`config.mk`:
```
export PLATFORM = sky130hd
export DESIGN_NAME = soit_cell
export DESIGN_NICKNAME = d
export VERILOG_FILES = /design/src/rtl/soit_pkg.sv /design/src/rtl/soit_cell.sv
export SDC_FILE = /design/constraint.sdc
export NUM_CORES = 1
export LEC_CHECK = 0
export ABC_AREA = 1
export BUFFER_PORTS_ARGS = -buffer_cell sky130_fd_sc_hd__buf_2
export CAP_MARGIN = 40
export CORE_ASPECT_RATIO = 0.75
export CORE_MARGIN = 5
export CORE_UTILIZATION = 30
export DETAILED_ROUTE_END_ITERATION = 10
export PLACE_DENSITY = 0.53
export SLEW_MARGIN = 20
export SYNTH_ARGS = -nofsm -noshare
export SYNTH_HDL_FRONTEND = slang
export SYNTH_SLANG_ARGS = --single-unit
```
`constraint.sdc`:
```
create_clock -name clk -period 4.56 [get_ports clk]
set_clock_uncertainty 0.15 [all_clocks]
set_input_delay 0.456 -clock clk [delete_from_list [all_inputs] [get_ports clk]]
set_output_delay 0.456 -clock clk [all_outputs]
set_load 0.05 [all_outputs]
```
`src/rtl/soit_pkg.sv`:
```
// Shared constants, codes and structs of the sorted offset index table.
package soit_pkg;

	localparam int TABLE_DEPTH = 16;
	localparam int CNT_W       = $clog2(TABLE_DEPTH + 1);
	localparam int KEY_W       = 32;
	localparam int OFF_W       = 32;

	typedef enum logic [1:0] {
		ACT_LOOKUP = 2'd0,
		ACT_SET    = 2'd1,
		ACT_RECENT = 2'd2,
		ACT_SHIFT  = 2'd3
	} action_t;

	// Broadcast to every cell with each accepted request
	typedef struct packed {
		logic             en;
		logic             lookup;
		logic             set;
		logic             shift;
		logic             ins_ok;
		logic [KEY_W-1:0] key;
		logic [OFF_W-1:0] val;
	} cell_cmd_t;

	// Where a cell sits relative to the fill level
	typedef struct packed {
		logic occ;
		logic at_end;
	} cell_pos_t;

	// Compare results a cell reports
	typedef struct packed {
		logic eq;
		logic gt;
		logic le;
		logic match;
	} cell_stat_t;

	// Recent pair snapshot taken with a lookup
	typedef struct packed {
		logic             hit;
		logic [KEY_W-1:0] key;
		logic [OFF_W-1:0] off;
	} recent_t;

endpackage

```
`src/rtl/soit_cell.sv`:
```
// One table cell: holds a key/offset pair, compares, shifts and adds in place.
module soit_cell (
	input  logic                     clk,
	input  soit_pkg::cell_cmd_t      cmd,
	input  soit_pkg::cell_pos_t      pos,
	input  logic                     gt_prev,
	input  logic [31:0]              key_prev,
	input  logic [31:0]              off_prev,
	input  logic                     le_next,
	output soit_pkg::cell_stat_t     stat,
	output logic [31:0]              key_out,
	output logic [31:0]              off_out,
	output logic [31:0]              sel_key,
	output logic [31:0]              sel_off
);
	import soit_pkg::*;

	logic [KEY_W-1:0] key_q;
	logic [OFF_W-1:0] off_q;

	// Compare the stored key against the request key
	always_comb begin
		stat.eq    = pos.occ && (key_q == cmd.key);
		stat.gt    = pos.occ && (key_q > cmd.key);
		stat.le    = pos.occ && (key_q <= cmd.key);
		stat.match = stat.le && !le_next;
	end

	// Offer this pair to the lookup reduction when it is the floor match
	always_comb begin
		sel_key = (cmd.lookup && stat.match) ? key_q : '0;
		sel_off = (cmd.lookup && stat.match) ? off_q : '0;
	end

	assign key_out = key_q;
	assign off_out = off_q;

	// Replace, shift right, insert or add delta
	always_ff @(posedge clk) begin
		if (cmd.en) begin
			if (cmd.set && stat.eq) begin
				off_q <= cmd.val;
			end else if (cmd.ins_ok && gt_prev) begin
				key_q <= key_prev;
				off_q <= off_prev;
			end else if (cmd.ins_ok && (stat.gt || pos.at_end)) begin
				key_q <= cmd.key;
				off_q <= cmd.val;
			end else if (cmd.shift && stat.gt) begin
				off_q <= off_q + cmd.val;
			end
		end
	end

endmodule

```
==> results of run 1 <==
==> worst min-delay path: cells and delay by family <==
| kind | cells | cell delay (ns) |
|---|---|---|
| AND/OR/NAND/NOR | 2 | 0.08 |
| buffers and inverters | 1 | 0.08 |
==> per-stage QoR <==
step                      total power, mW  cells  hold slack [ns]
after floorplan                      1.58   1058            0.485
after global placement               1.87   1632            0.574
final                                2.59   1649            0.223
after global routing                 2.77   1648            0.227
after CTS                            2.62   1648            0.203
after detailed placement             1.88   1632            0.575
==> registers in the layout, summed over array words and instances (netlist names) <==
signal and count:
key_out 32, off_out 32
==> how the worst max path moves through the flow <==
| stage | from | end | cells past startpoint |
|---|---|---|---|
| after floorplan | key_out[31] | key_out[0] | 13 |
| after global placement | cmd[59] | key_out[5] | 15 |
| after detailed placement | cmd[59] | key_out[5] | 15 |
| after CTS | key_out[7] | sel_off[4] | 13 |
| after global routing | key_out[7] | sel_key[3] | 13 |
| final | key_out[7] | sel_off[16] | 13 |
==> where the power goes <==
group | leakage (nW) | switching [mW] | internal (mW)
Combinational | 4.09 | 0.760 | 0.335
Sequential | 0.602 | 0.0439 | 0.722
Clock | 0.146 | 0.304 | 0.428
Total | 4.84 | 1.11 | 1.49
==> layout by cell type (no fill, tap or decap), types with 2 or more instances in the layout <==
cell type    n
nand2_4      2
inv_6        2
o21a_1       5
o21ai_1      3
nor3_1       8
nand3b_1     2
nand3_1     86
clkinv_4     2
nor2_4      62
o21bai_1     3
nand2_2      6
o21ai_0     68
buf_4        7
xor2_1      17
edfxtp_1    64
inv_1      160
xnor2_1      5
ha_1        63
nand4_1      7
buf_12       2
a21oi_1     55
a21o_1       5
nand3_2      2
nand2_1    293
buf_2      269
nor4_1       2
nor2_1      94
clkbuf_16    9
==> metal layers <==
layer / vias up / track usage, % / wire length, um
met4: 4 / 4.02 / 316
met3: 21 / 4.03 / 1650
met5: - / 0 / 27
met1: 3276 / 25.0 / 12000
met2: 214 / 27.7 / 10800
li1: 3896 / - / -
==> final cells by class <==
| cell class | instances | area (um2) | share of cell area [%] |
|---|---|---|---|
| multi-input cells | 798 | 4600 | 49.6 |
| clock inverters | 7 | 77.6 | 0.835 |
| repair buffers | 278 | 1440 | 15.5 |
| inverters | 161 | 604 | 6.51 |
| diodes | 1 | 2.50 | 0.0269 |
| clock buffers | 9 | 225 | 2.42 |
| well taps | 331 | 414 | 4.46 |
| flip-flops and latches | 64 | 1920 | 20.7 |
==> cell families (layout without fill, tap and decap cells) <==
logic type | count (synthesis) | in the layout | synth area share, %
DFF | 64 | 64 | 26.0
buffers and inverters | 196 | 455 | 11.8
other | 0 | 1 | 0
and+or+nand+nor | 572 | 572 | 38.6
adders and majority gates | 64 | 64 | 10.9
xor gates and xnor gates | 22 | 22 | 2.61
AOI/OAI and AO/OA | 140 | 140 | 9.96
==> run_results.csv, run 1 <==
group,metric,value,unit
status,status,"finished clean",
run,drv_cap,0,
critical_path,cp.required,3.95,ns
placed_design,pre_cts_slack,0.873,ns
synth,ys_types,39,
min_path,hp-start,"key_prev[0]",
clock_tree,cts_resized,0,
synth,synth_seq_cells,64,
grt,grt_overflow,0,
synth,synth_top_area_cell,"edfxtp_1",
critical_path,crit_path_max_fanout,36,
timing,drv_slew,0,
synth,ys_async_sr_fraction,0,%
synth,synth_top_flop_cell,"edfxtp_1",
grt,grt_usage,17.7,%
die,die_h,146,um
die,top_level_ports,270,
clock_tree,cts_buffers,9,
critical_path,max_stage_delay,0.44,ns
timing,min_period,3.89,ns
clock_tree,root_buffer,"clkbuf_16",
synth,synth_most_common_cell,"nand2_1",
synth,syn_area,0.00739,mm2
layout,final_util,38.6,%
grt,antenna_found_initial,2,
timing,slew-limit-headroom,50.7,%
min_path,worstHoldEndpoint,"key_out[0]",
critical_path,crit_family,"simple AND/OR/NAND/NOR gates",
layout,drive_gt1_share,28.3,%
grt,grt_pass1_vias,7324,
critical_path,worstReg2RegEnd,"key_out[4]",
synth,synth_nets,1260,
die,design.die.area,0.0279,mm2
synth,avgSynthCellArea,6.98,um2
detailed_routing,drt_iter0_markers,400,
synth,seq_area_frac_synth,26.0,%
detailed_routing,drt_pass1_iterations,4,
clock_tree,clk_pin_slew_worst_paths,0.06,ns
synth,yosysWarnings,0,
clock_tree,clkLatencyLatePin,0.35,ns
die,fp.coreArea,0.0241,mm2
critical_path,ff2ff_path_depth,13,
critical_path,endpoint_kind,"output port",
critical_path,path_buf_inv,2,
timing,setup_viol_count_final,0,
layout,area_delta_synth_final,25.8,%
critical_path,criticalPathCategory,"reg2out",
critical_path,slowest_stage,"edfxtp_1",
synth,synth_area_leaders,"edfxtp_1 26%, nand2_1 15%, ha_1 11%",
timing,fin_crit_sh,85.3,%
placed_design,dpl.hpwl,20.4,mm
detailed_routing,vias,7411,
clock_tree,holdBufCountCts,0,
clock_tree,clk_path_buf_depth,2,
min_path,hold_depth,3,
critical_path,r2r_setup_slack,1.04,ns
timing,hold_viol,0,
die,initial_core_util,30.7,%
grt,grt_max_degree,64,
critical_path,worstPathArrival,3.29,ns
detailed_routing,ant_nets,0,
min_path,worst_hold_path_type,"in2reg",
placed_design,port_buffers,269,
critical_path,cp_cell_sequence,"ha_1 > nand2_1 > nor2_2 > nand4_2 > nor4_4 > nand2_2 > nand2_2 > nand2_2 > nor2_4 > nand2_8 > buf_12 > nor2_4 > buf_2",
die,die_x,191,um
synth,synth_top_area_share,26.0,%
critical_path,startpoint_type,"flip-flop",
timing,worstMarginPinSlew,0.739,ns
synth,ys_top_cells_by_count,"294 x nand2_1, 160 x inv_1, 95 x nor2_1",
synth,synthCells,1058,
timing,fin_tns_setup,0,ns
critical_path,r2r-start,"key_out[27]",
clock_tree,cts_sinks,64,
critical_path,path_common_cell,"nand2_2",
detailed_routing,post_drt_wl_per_cell,15.1,um
layout,postLayoutCellArea,0.00929,mm2
power,ir_drop,175,uV
detailed_routing,drt-vias-per-instance,4.49,
detailed_routing,drt-total-wl,24.9,mm
clock_tree,cts_setup_buffers,0,
timing,postLayoutSetupSlackWorst,0.668,ns
power,p_leak,4.84,nW
clock_tree,cts_tree,"yes",
die,rows,49,
power,p_per_area,279,mW/mm2
synth,synth_edf_count,64,
detailed_routing,drc,0,
timing,rsz0062_at_grt,"false",
layout,fillCellCount,2629,
placed_design,gp_congestion,0.891,
timing,fmax,257,MHz
clock_tree,cts_max_level,3,
grt,grt_pass1_wl,39.8,mm
placed_design,placed_area,0.00898,mm2
layout,final_nets,1514,
Note: power is estimated with default switching activity, not from simulation.
==> inputs of run 2 (changes only) <==
Settings changed: REMOVE_ABC_BUFFERS from default to 1.
==> run_results.csv, run 2 (synthesis results as in run 1) <==
group,metric,value,unit
status,status,"finished clean",
critical_path,endpoint_kind,"output port",
timing,fin_crit_sh,83.9,%
timing,slew-limit-headroom,50.2,%
timing,min_period,3.83,ns
die,initial_core_util,30.7,%
critical_path,max_stage_delay,0.43,ns
layout,area_delta_synth_final,25.9,%
die,design.die.area,0.0279,mm2
layout,fillCellCount,2633,
grt,antenna_found_initial,1,
timing,fmax,261,MHz
grt,grt_pass1_vias,7056,
critical_path,path_common_cell,"nand2_2",
clock_tree,cts_buffers,9,
detailed_routing,drt-total-wl,25.4,mm
critical_path,cp_cell_sequence,"ha_1 > nand2_1 > nor2_2 > nand4_2 > nor4_4 > nand2_2 > nand2_2 > nand2_2 > nor2_4 > nand2_8 > buf_4 > nor2_4 > buf_2",
clock_tree,root_buffer,"clkbuf_16",
min_path,worst_hold_path_type,"in2reg",
clock_tree,cts_resized,0,
die,top_level_ports,270,
placed_design,port_buffers,269,
timing,hold_viol,0,
grt,grt_overflow,0,
placed_design,pre_cts_slack,0.914,ns
layout,final_cell_mix,"293 x nand2_1, 269 x buf_2, 160 x inv_1, 94 x nor2_1, 86 x nand3_1",
grt,grt_max_degree,64,
clock_tree,clk_path_buf_depth,2,
grt,grt_usage,17.7,%
timing,fin_tns_setup,0,ns
detailed_routing,drt_iter0_markers,410,
detailed_routing,vias,7447,
run,drv_cap,0,
timing,setup_viol_count_final,0,
detailed_routing,drt_pass1_iterations,5,
detailed_routing,post_drt_wl_per_cell,15.4,um
die,fp.coreArea,0.0241,mm2
clock_tree,cts_tree,"yes",
die,die_x,191,um
placed_design,dpl.hpwl,20.7,mm
clock_tree,clkLatencyLatePin,0.35,ns
layout,drive_gt1_share,28.5,%
critical_path,crit_path_max_fanout,24,
clock_tree,clk_pin_slew_worst_paths,0.06,ns
detailed_routing,drc,0,
power,ir_drop,201,uV
die,die_h,146,um
layout,diodes,0,
critical_path,slowest_stage,"edfxtp_1",
critical_path,criticalPathCategory,"reg2out",
clock_tree,cts_setup_buffers,0,
power,p_leak,4.85,nW
critical_path,cp.required,3.95,ns
power,p_per_area,279,mW/mm2
critical_path,worstPathArrival,3.22,ns
layout,final_nets,1518,
critical_path,startpoint_type,"flip-flop",
detailed_routing,ant_nets,0,
timing,postLayoutSetupSlackWorst,0.734,ns
clock_tree,holdBufCountCts,0,
detailed_routing,drt-vias-per-instance,4.51,
clock_tree,cts_sinks,64,
grt,grt_pass1_wl,39.3,mm
layout,final_common_cell,"nand2_1",
timing,rsz0062_at_grt,"false",
timing,worstMarginPinSlew,0.739,ns
timing,drv_slew,0,
critical_path,path_buf_inv,2,
clock_tree,cts_max_level,3,
die,rows,49,
critical_path,crit_family,"simple AND/OR/NAND/NOR gates",
placed_design,gp_congestion,0.900,
==> run 2: cell count changes in the layout (fill, tap and decap cells not counted), sizes merged <==
cell      previous run  this run
diode                1         0
clkinvlp             1         2
inv                162       161
buf                278       282
==> run 2: metal layers <==
layer | wire, um | vias to the layer above | GRT usage (%)
met2 | 10200 | 209 | 25.7
met3 | 1500 | 12 | 3.50
li1 | - | 3900 | -
met1 | 13400 | 3324 | 27.5
met4 | 191 | 2 | 2.87
met5 | 7 | - | 0
==> run 2: path summary, 6_finish.rpt <==
path | from | to | slack [ns] | cells after the start
max | key_out[7] | sel_off[22] | 0.73 | 13
min | key_prev[0] | key_out[0] | 0.23 | 3
max reg2reg | key_out[11] | key_out[8] | 1.31 | 16
min reg2reg | off_out[0] | off_out[0] | 0.68 | 5
==> run 2: worst min-delay path, cell delays in order <==
cell     delay (ns)
buf_2          0.07
nand2_1        0.05
nand2_1        0.05
==> run 2: cell type report <==
| class | instances | area [um2] | share of cell area, % |
|---|---|---|---|
| clock buffers | 9 | 225 | 2.42 |
| multi-input cells | 798 | 4600 | 49.5 |
| clock inverters | 7 | 71.3 | 0.767 |
| flip-flops and latches | 64 | 1920 | 20.7 |
| repair buffers | 282 | 1460 | 15.7 |
| inverters | 161 | 604 | 6.50 |
| well taps | 331 | 414 | 4.45 |
==> run 2: stage by stage <==
stage	util [%]	hold WS [ns]	instance area, um2	total power [mW]	cells
2_1_floorplan	-	0.485	7120	1.56	1023
3_3_place_gp	37.4	0.577	9000	1.88	1636
3_5_place_dp	37.4	0.584	9000	1.88	1636
4_1_cts	38.6	0.221	9300	2.61	1652
5_1_grt	38.6	0.229	9300	2.76	1652
6_report	38.6	0.233	9300	2.59	1652
==> run 2: power by group <==
group | internal [mW] | leakage [nW] | total (mW) | switching [mW]
sequential | 0.722 | 0.602 | 0.766 | 0.0436
combinational | 0.337 | 4.11 | 1.11 | 0.772
clock | 0.423 | 0.139 | 0.715 | 0.292
total | 1.48 | 4.85 | 2.59 | 1.11
