### config.mk
export PLATFORM = sky130hd
export DESIGN_NAME = soit_reduce
export DESIGN_NICKNAME = d
export VERILOG_FILES = /design/src/rtl/soit_pkg.sv /design/src/rtl/soit_reduce.sv
export SDC_FILE = /design/constraint.sdc
export NUM_CORES = 1
export LEC_CHECK = 0
export BUFFER_PORTS_ARGS = -buffer_cell sky130_fd_sc_hd__buf_2
export CORE_AREA = 2 2 433 435
export DETAILED_ROUTE_END_ITERATION = 8
export DIE_AREA = 0 0 435 437
export PLACE_DENSITY = 0.3
export SETUP_SLACK_MARGIN = 0.1
export SLEW_MARGIN = 10
export SYNTH_ARGS = -nofsm -noshare
export SYNTH_HDL_FRONTEND = slang
export SYNTH_SLANG_ARGS = --single-unit
export TNS_END_PERCENT = 10
### constraint.sdc
create_clock -name vclk -period 3.5
set_input_delay 0.525 -clock vclk [all_inputs]
set_output_delay 0.525 -clock vclk [all_outputs]
set_load 0.03 [all_outputs]
### src/rtl/soit_pkg.sv
// Shared constants, codes and structs of the sorted offset index table.
package soit_pkg;

	localparam int TABLE_DEPTH = 16;
	localparam int CNT_W       = $clog2(TABLE_DEPTH + 1);
	localparam int KEY_W       = 32;
	localparam int OFF_W       = 32;

	typedef enum logic [1:0] {
		ACT_LOOKUP = 2'd0,
		ACT_SET    = 2'd1,
		ACT_RECENT = 2'd2,
		ACT_SHIFT  = 2'd3
	} action_t;

	// Broadcast to every cell with each accepted request
	typedef struct packed {
		logic             en;
		logic             lookup;
		logic             set;
		logic             shift;
		logic             ins_ok;
		logic [KEY_W-1:0] key;
		logic [OFF_W-1:0] val;
	} cell_cmd_t;

	// Where a cell sits relative to the fill level
	typedef struct packed {
		logic occ;
		logic at_end;
	} cell_pos_t;

	// Compare results a cell reports
	typedef struct packed {
		logic eq;
		logic gt;
		logic le;
		logic match;
	} cell_stat_t;

	// Recent pair snapshot taken with a lookup
	typedef struct packed {
		logic             hit;
		logic [KEY_W-1:0] key;
		logic [OFF_W-1:0] off;
	} recent_t;

endpackage

### src/rtl/soit_reduce.sv
// Merge the per-cell lookup candidates and settle against the recent pair.
module soit_reduce (
	input  logic [31:0]       sel_key_s1 [soit_pkg::TABLE_DEPTH],
	input  logic [31:0]       sel_off_s1 [soit_pkg::TABLE_DEPTH],
	input  soit_pkg::recent_t recent_s1,
	output logic [31:0]       found
);
	import soit_pkg::*;

	logic [KEY_W-1:0] mkey;
	logic [OFF_W-1:0] moff;

	// OR together the candidates: at most one cell is non-zero
	always_comb begin
		mkey = '0;
		moff = '0;
		for (int i = 0; i < TABLE_DEPTH; i++) begin
			mkey = mkey | sel_key_s1[i];
			moff = moff | sel_off_s1[i];
		end
	end

	// Recent pair wins when it qualifies and is not below the table match
	assign found = (recent_s1.hit && (recent_s1.key >= mkey)) ? recent_s1.off : moff;

endmodule

==> results of run 1 <==
[critical path, stage by stage]
cell       delay (ns)
buf_2            0.12
nor4_1           0.47
and4_1           0.31
ha_1             0.24
o21a_1           0.23
o2111ai_4        0.25
o211ai_1         0.17
buf_6            0.17
a211oi_4         0.28
buf_12           0.18
buf_16           0.15
mux2_4           0.32
buf_6            0.14
[stage by stage]
step           hold WS [ns]  utilization [%]  TNS, ns  instance area [um^2]
2_1_floorplan          1.23                -        0                  3300
3_3_place_gp           1.41             6.84   -56.39                 12700
3_5_place_dp           1.41             6.99   -39.83                 12900
4_1_cts                1.38             7.34   -20.96                 13600
5_1_grt                1.38             7.55   -19.82                 14000
6_report               1.38             7.60   -18.71                 14100
[worst max-delay path by stage]
stage                           end  slack, ns  cells after the start
after global placement    found[12]      -1.84                     16
after detailed placement  found[12]      -1.32                     13
after global routing      found[12]      -0.68                     14
final                     found[12]      -0.65                     13
after CTS                 found[19]      -0.73                     15
after floorplan           found[10]       0.27                     10
[kinds of logic after synthesis]
group	Yosys count	synth area share (%)
buf+inv	5	1.25
fa+ha+maj	32	12.1
mux	32	14.3
compound gates	24	5.38
simple gates	346	66.9
[timing repair]
item / in CTS / in global routing
hold buffers: 0 / 0
pin swaps: 14 / 9
endpoints found under the setup margin: 32 / 32
buffers inserted: 3 / 0
gates cloned: 1 / 0
hold endpoints to repair: 0 / 0
resized for setup: 140 / 41
[routing by layer]
layer / GRT usage, % / vias up
met2: 29.0 / 1126
met3: 4.33 / 512
met1: 13.7 / 4922
met5: 0.932 / -
li1: - / 4619
met4: 2.43 / 84
[cell usage after synthesis, drive strengths merged]
library cell and instances:
ha 32, inv 2, a31oi 1, mux2 32
nor3 5, a21o 1, nand4 38, o211ai 1
buf 3, nor2b 1, a221oi 1, o21ai 4
o2111ai 1, nand2b 2, a211oi 5, nor2 4
nor4 256, and4 31, o21a 2, a21oi 8
nand3 1, nand2 8
[power by group]
group          switching [mW]  internal (mW)
combinational           0.406          0.521
clock                       0     0.00000321
sequential                  0              0
total                   0.406          0.521
[cell type report]
cell class                      count  area share, %
Inverter                            2         0.0534
Multi-Input combinational cell    434           28.9
Timing Repair Buffer             1216           47.4
Tap cell                         2480           22.1
Antenna cell                       87           1.55
==> run metrics, run 1 <==
Critical Path AT=3.62 ns; largest net degree at the start of global routing=12; PortBufs=1,121; Cell variety after synth=26; post-route ant nets=0; status=finished, violations left; Wirelength per Cell=33.7 um; most frequent cells in the layout=1,088 x buf_2, 190 x nor4_1, 79 x buf_4; final worst slack=-0.646 ns; max-slew violations=0; Required @ worst endpoint=2.97 ns; share of layout cells above drive strength 1=81.7%; die area=190,000 um^2; met3 WL post-DR=11,900 um; worst-margin pin slew=1.42 ns; HP Class=in2out; seq_cells=0; Starting Density=1.79%; top post-synthesis cells by area=nor4_1 48%, mux2_4 14%, ha_1 12%, and4_1 8.2%, nand4_1 7.2%; Mapped Area=3300 um^2; Mapped Cells=439; worst setup path start=sel_key_s1[484]; vias per inst=2.67; Syn Area/Cell=7.53 um^2; Fillers=22,000; startpoint types=primary input; Hold Startpoint=recent_s1[20]; vias in the first global route=10,200; yosys warns=0; # setup viols final=32; most common cell after layout, fill and taps aside=buf_2; f_max=241 MHz; Site Rows=158; DR vias=11,300; HPWL after DPL=139,000 um; dpl cells=4,129; RSZ-0062 raised after global routing=true; uppermost layer routed=met5; Residual DRC=0; routed wl met2=79,100 um; DRT Pass-1 Iters=5; cell taking the most area after synthesis=nor4_1; die height=437 um; CP Capture Type=primary output; area occupied by registers=0 um^2; Multi-input gate area=4070 um^2; overall power=0.928 mW; max_slew headroom=4.33%; antenna violations before repair=310; final net count=2,775; pwr/cell area=65.9 nW/um^2; fin cells=4,219; Worst VDD drop=28.1 uV; crit path max fanout=5; total of max-cap violations=0; Final Hold Fails=0; Hold Path Sink=found[20]; I/O Pins=1,121; static leakage=6.04 nW; layout clock buffer count=0; DP Worst Slack=-1.32 ns; Placer Congestion=1.12; share of the synthesized area in the top cell type=48.5%; register area share after synthesis=0%; crit share post-route=118%; Detailed Route Iter0 Violations=681; Die X=435 um; global router's overall resource usage=14.2%; crit path time final=4.15 ns; first-pass GRT wire length=161,000 um; Syn Nets=1,560; failing checks=negative setup slack; critical path type=in2out; Overflow after GRT=0; Layout area overhead=326%; total core area=185,000 um^2; final wirelength=142,000 um; wl on met1=45,400 um; hold depth=3
Power figures use the tool's default switching activity.
==> run 2, diff against run 1 <==
--- a/config.mk
+++ b/config.mk
@@ -6,9 +6,9 @@
 export NUM_CORES = 1
 export LEC_CHECK = 0
 export BUFFER_PORTS_ARGS = -buffer_cell sky130_fd_sc_hd__buf_2
-export CORE_AREA = 2 2 433 435
+export CORE_AREA = 2 2 435 437
 export DETAILED_ROUTE_END_ITERATION = 8
-export DIE_AREA = 0 0 435 437
+export DIE_AREA = 0 0 437 439
 export PLACE_DENSITY = 0.3
 export SETUP_SLACK_MARGIN = 0.1
 export SLEW_MARGIN = 10
==> constraint.sdc (replaced) <==
create_clock -name vclk -period 5.2
set_input_delay 0.78 -clock vclk [all_inputs]
set_output_delay 0.78 -clock vclk [all_outputs]
set_load 0.03 [all_outputs]
==> run 2 against run 1 <==
- the flow now finishes without violations
- power shrank 31%
- flip-flop and latch count is the same
- cell area shrank 4.3%
- count of clock-buffer cells in the layout is the same
- wire length grew 2.5%
- critical path type unchanged
==> run metrics, run 2 (synthesis gave the netlist of run 1 again) <==
final net count=2,775 (unchanged); crit path time final=5.01 ns; Layout area overhead=307% (was 326%); seq_cells=0 (unchanged); Post-Route Utilization=7.20% (was 7.60%); max-slew violations=0 (unchanged); worst-margin pin slew=1.22 ns (was 1.42 ns); CP peak stage delay=0.51 ns (was 0.47 ns); first-pass GRT wire length=164,000 um (was 161,000 um); CP Capture Type=primary output (unchanged); max_slew headroom=18.0% (was 4.33%); HPWL after DPL=143,000 um (was 139,000 um); most frequent cells in the layout=1,098 x buf_2, 212 x nor4_1, 97 x buf_4 (was 1,088 x buf_2, 190 x nor4_1, 79 x buf_4); Residual DRC=0 (unchanged); global router's overall resource usage=14.4% (was 14.2%); largest net degree at the start of global routing=13 (was 12); f_max=200 MHz; vias per inst=2.57 (was 2.67); gr busiest metal=met2 (unchanged); area occupied by registers=0 um^2 (unchanged); fin cells=4,200 (was 4,219); Detailed Route Iter0 Violations=466 (was 681); Required @ worst endpoint=4.42 ns (was 2.97 ns); I/O Pins=1,121 (unchanged); pwr/cell area=47.7 nW/um^2 (was 65.9 nW/um^2); Wirelength per Cell=34.7 um (was 33.7 um); DR vias=10,800 (was 11,300); Placer Congestion=0.886 (was 1.12); HP Class=in2out (unchanged); overall power=0.643 mW (was 0.928 mW); met3 usage=2.58% (was 4.33%); final wirelength=146,000 um (was 142,000 um); Overflow after GRT=0 (unchanged); layout clock buffer count=0 (unchanged); total of max-cap violations=0 (unchanged); Final Hold Fails=0 (unchanged); vias in the first global route=10,000 (was 10,200); Die X=437 um (was 435 um); crit-path cells=buf_2 > nor4_1 > buf_4 > and4_1 > ha_1 > a211oi_2 > o21ai_1 > a211oi_2 > nor3_1 > a211oi_4 > buf_12 > clkbuf_16 > mux2_4 > buf_4 (was buf_2 > nor4_1 > and4_1 > ha_1 > o21a_1 > o2111ai_4 > o211ai_1 > buf_6 > a211oi_4 > buf_12 > buf_16 > mux2_4 > buf_6); met2 Use GR=29.3% (was 29.0%); share of layout cells above drive strength 1=78.8% (was 81.7%); critical path type=in2out (unchanged); static leakage=5.92 nW (was 6.04 nW); Critical Path AT=4.23 ns (was 3.62 ns); Site Rows=159 (was 158); crit path max fanout=9 (was 5); antenna violations before repair=287 (was 310); PortBufs=1,121 (unchanged); die area=192,000 um^2 (was 190,000 um^2); # setup viols final=0 (was 32); RSZ-0062 raised after global routing=true (unchanged); Worst VDD drop=18.9 uV (was 28.1 uV); post-route ant nets=0 (unchanged); dpl cells=4,141 (was 4,129); die height=439 um (was 437 um); total core area=187,000 um^2 (was 185,000 um^2); placed inst area=12,900 um^2 (about the same); Starting Density=1.77% (was 1.79%); Critical Path Slowest Stage Cell=nor4_1 (unchanged); most common cell after layout, fill and taps aside=buf_2 (unchanged); status=completed (was finished, violations left); final instance area=13,500 um^2 (was 14,100 um^2); startpoint types=primary input (unchanged); crit share post-route=96.4%; DRT Pass-1 Iters=5 (unchanged); met1 usage=15.3% (was 13.7%)
==> run 2: cell types whose count changed in the layout (fill, tap and decap cells not counted), moves of 3 or more <==
cell | previous run | this run
diode_2 | 87 | 53
buf_6 | 40 | 10
nor4_1 | 190 | 212
buf_4 | 79 | 97
nor4_4 | 24 | 7
and4_1 | 18 | 30
and4_4 | 11 | 1
buf_2 | 1088 | 1098
ha_4 | 6 | 1
nor4_2 | 42 | 37
ha_1 | 26 | 30
a21oi_1 | 4 | 7
a21oi_2 | 4 | 1
==> run 2: critical path, delay by kind of cell <==
| family | cells | cell delay (ns) |
|---|---|---|
| muxes | 1 | 0.30 |
| AOI/OAI and AO/OA | 4 | 0.89 |
| and+or+nand+nor | 3 | 0.98 |
| buffers and inverters | 5 | 0.90 |
| adders and majority gates | 1 | 0.32 |
==> run 2: layout make-up <==
cell class | instances | area, um^2
Fill cell | 22300 | 174000
Timing Repair Buffer | 1216 | 6570
Multi-Input combinational cell | 434 | 3630
Tap cell | 2495 | 3120
Antenna cell | 53 | 133
Inverter | 2 | 7.51
==> run 2: report_power, final <==
group | internal (mW) | leakage, nW | switching (mW) | total, mW
registers | 0 | 0 | 0 | 0
clock network | 0.00000139 | 0.000333 | 0 | 0.00000139
logic | 0.345 | 5.92 | 0.298 | 0.643
total | 0.345 | 5.92 | 0.298 | 0.643
==> run 2: timing repair <==
action	in CTS	in global routing
cloned	1	1
setup endpoints to repair	32	32
resized for setup	58	11
hold buffers	0	0
buffers inserted	3	1
pin swaps	6	1
==> run 2: final timing paths <==
path | start | to | slack (ns) | depth (start not counted)
setup / recovery | sel_key_s1[407] | found[1] | 0.19 | 14
hold / removal | recent_s1[24] | found[24] | 1.90 | 3
==> run 2: metal layers <==
layer / vias to the layer above / wire (um) / part of all wire (%)
met5: - / 506 / 0.35
met4: 74 / 4350 / 3.0
met3: 474 / 10300 / 7.1
met2: 956 / 81100 / 56
met1: 4707 / 49400 / 34
li1: 4567 / - / -
==> run 2: stage by stage <==
step / hold slack [ns] / TNS (ns) / setup WS [ns]
5_1_grt: 1.91 / -0.0100 / -0.00563
2_1_floorplan: 1.74 / 0 / 1.46
3_5_place_dp: 1.94 / -5.14 / -0.201
6_report: 1.90 / 0 / 0.188
4_1_cts: 1.90 / 0 / 0.0138
3_3_place_gp: 1.94 / -16.75 / -0.562
==> run 3, diff against run 2 <==
--- a/config.mk
+++ b/config.mk
@@ -5,10 +5,11 @@
 export SDC_FILE = /design/constraint.sdc
 export NUM_CORES = 1
 export LEC_CHECK = 0
+export ABC_AREA = 1
 export BUFFER_PORTS_ARGS = -buffer_cell sky130_fd_sc_hd__buf_2
-export CORE_AREA = 2 2 435 437
+export CORE_AREA = 2 2 441 443
 export DETAILED_ROUTE_END_ITERATION = 8
-export DIE_AREA = 0 0 437 439
+export DIE_AREA = 0 0 443 445
 export PLACE_DENSITY = 0.3
 export SETUP_SLACK_MARGIN = 0.1
 export SLEW_MARGIN = 10
==> run 3 against run 2 <==
- core utilization fell by 0.62 points
- non-clock buffer count is 55 lower
- setup slack improved by 0.36 ns
- final cell count is 2.9% higher
- hold slack gained 0.041 ns
- largest cell class unchanged
==> run metrics, run 3 <==
post-cts hold buffer count=0 (unchanged); overall power=0.578 mW (was 0.643 mW); Final Hold Fails=0 (unchanged); most frequent cells in the layout=1,121 x buf_2, 239 x nor4_1, 162 x nand2_1 (was 1,098 x buf_2, 212 x nor4_1, 97 x buf_4); final net count=2,875 (was 2,775); Layout area overhead=273% (was 307%); static leakage=5.50 nW (was 5.92 nW); crit-path cells=buf_2 > nor4_1 > buf_4 > nand2_1 > nor2_1 > buf_4 > ha_1 > a21oi_1 > o21ai_0 > nand2_1 > nand2_1 > a21oi_1 > nand3_2 > buf_12 > nand2_4 > nand2_1 > nand2_1 > buf_2 (was buf_2 > nor4_1 > buf_4 > and4_1 > ha_1 > a211oi_2 > o21ai_1 > a211oi_2 > nor3_1 > a211oi_4 > buf_12 > clkbuf_16 > mux2_4 > buf_4); die area=197,000 um^2 (was 192,000 um^2); die height=445 um (was 439 um); DR vias=11,300 (was 10,800); Site Rows=161 (was 159); share of layout cells above drive strength 1=67.4% (was 78.8%); startpoint types=primary input (unchanged); crit path max fanout=32 (was 9); global router's overall resource usage=11.9% (was 14.4%); Mapped Cells=601 (was 439); top post-synthesis cells by area=nor4_1 47%, nand2_1 18%, ha_1 12%, nand4_1 6.7%, nand3_1 4.9% (was nor4_1 48%, mux2_4 14%, ha_1 12%, and4_1 8.2%, nand4_1 7.2%); largest net degree at the start of global routing=34 (was 13); # setup viols final=0 (unchanged); wl on met1=42,100 um (was 49,400 um); total core area=192,000 um^2 (was 187,000 um^2); max_slew headroom=11.4% (was 18.0%); uppermost layer routed=met5 (unchanged); Wirelength per Cell=28.8 um (was 34.7 um); CP peak stage delay=0.65 ns (was 0.51 ns); worst-margin pin slew=1.32 ns (was 1.22 ns); Hold Startpoint=recent_s1[3] (was recent_s1[24]); Mapped Area=3390 um^2 (was 3300 um^2); crit share post-route=89.5% (was 96.4%); I/O Pins=1,121 (unchanged); Required @ worst endpoint=4.42 ns (about the same); area occupied by registers=0 um^2 (unchanged); RSZ-0062 raised after global routing=false (was true); f_max=215 MHz (was 200 MHz); final worst slack=0.548 ns (was 0.188 ns); total of max-cap violations=0 (unchanged); Worst VDD drop=13.1 uV (was 18.9 uV); HP Class=in2out (unchanged); post-CTS setup buffers=0 (was 3); fin cells=4,323 (was 4,200); Cell variety after synth=16 (was 26); PortBufs=1,121 (unchanged); antenna violations before repair=264 (was 287); setup_tns=0 ns (unchanged); Syn Nets=1,722 (was 1,560); first-pass GRT wire length=143,000 um (was 164,000 um); hold depth=4 (was 3); vias in the first global route=10,300 (was 10,000); met3 WL post-DR=14,900 um (was 10,300 um); crit path time final=4.65 ns (was 5.01 ns); HPWL after DPL=122,000 um (was 143,000 um); DRT Pass-1 Iters=7 (was 5); register area share after synthesis=0% (unchanged); layout clock buffer count=0 (unchanged); status=completed (unchanged); pwr/cell area=45.8 nW/um^2 (was 47.7 nW/um^2); Overflow after GRT=0 (unchanged); cell taking the most area after synthesis=nor4_1 (unchanged); most frequent cell after synthesis=nor4_1 (unchanged); most frequent cell on the critical path=nand2_1; share of the synthesized area in the top cell type=47.3% (was 48.5%); Critical Path AT=3.87 ns (was 4.23 ns); Critical Path Slowest Stage Cell=nor4_1 (unchanged); Starting Density=1.76% (was 1.77%); most common cell after layout, fill and taps aside=buf_2 (unchanged); Hold Path Sink=found[3] (was found[24]); Syn Area/Cell=5.63 um^2 (was 7.53 um^2); synth cell count leaders=256 x nor4_1, 162 x nand2_1, 41 x nor2_1 (was 256 x nor4_1, 38 x nand4_1, 32 x ha_1); CP Capture Type=primary output (unchanged); final wirelength=125,000 um (was 146,000 um); Residual DRC=0 (unchanged); post-route ant nets=0 (unchanged); vias per inst=2.61 (was 2.57); yosys warns=0 (unchanged); Placer Congestion=0.912 (was 0.886); max-slew violations=0 (unchanged); Post-Route Utilization=6.58% (was 7.20%); critical path type=in2out (unchanged); DP Worst Slack=0.428 ns (was -0.201 ns); post-CTS resize count=0 (was 58); Detailed Route Iter0 Violations=790 (was 466); dpl cells=4,278 (was 4,141); Die X=443 um (was 437 um); routed wl met2=63,100 um (was 81,100 um); seq_cells=0 (unchanged)
-- run 3: cell types whose count changed in the layout (fill, tap and decap cells not counted), moves of 30 or more --
cell     before  now
and4_1       30    0
nor2_1        4   41
mux2_4       30    0
nand3_1       1   33
nand2_1       8  162
buf_4        97   38
-- run 3: layout make-up --
class,instances,area (um^2)
Fill cell,23000,179000
Inverter,11,41.3
Antenna cell,45,113
Timing Repair Buffer,1161,5940
Tap cell,2526,3160
Multi-Input combinational cell,580,3380
-- run 3: per-stage QoR --
stage                     instance area [um^2]  hold WS (ns)
after floorplan                           3390          1.80
final                                    12600          1.94
after detailed placement                 12500          1.94
after CTS                                12500          1.94
after global placement                   12500          1.94
after global routing                     12600          1.96
-- run 3: worst max-delay path by stage --
stage / slack [ns] / startpoint / end
global route: 0.20 / sel_key_s1[251] / found[19]
global placement: 0.41 / sel_key_s1[251] / found[16]
finish: 0.55 / sel_key_s1[251] / found[23]
detailed placement: 0.43 / sel_key_s1[251] / found[23]
floorplan: 1.88 / sel_key_s1[383] / found[10]
CTS: 0.42 / sel_key_s1[251] / found[23]
-- run 3: cells by family after synthesis --
family	Yosys count	share of synthesized area (%)
simple gates	530	82.0
buf+inv	21	3.33
fa+ha+maj	32	11.8
compound gates	18	2.88
-- run 3: routing by layer --
layer	up-vias	GRT usage [%]
met2	952	22.1
li1	4813	-
met1	4983	12.4
met5	-	0
met4	130	1.51
met3	422	5.50
-- run 3: power breakdown --
part           leakage, nW  internal (mW)  switching (mW)
clock network     0.000288     0.00000117               0
registers                0              0               0
logic                 5.50          0.326           0.252
-- run 3: critical path: cells and delay by family --
kind	cells	cell delay, ns
buf+inv	5	0.86
simple gates	9	1.54
fa+ha+maj	1	0.24
compound gates	3	0.40
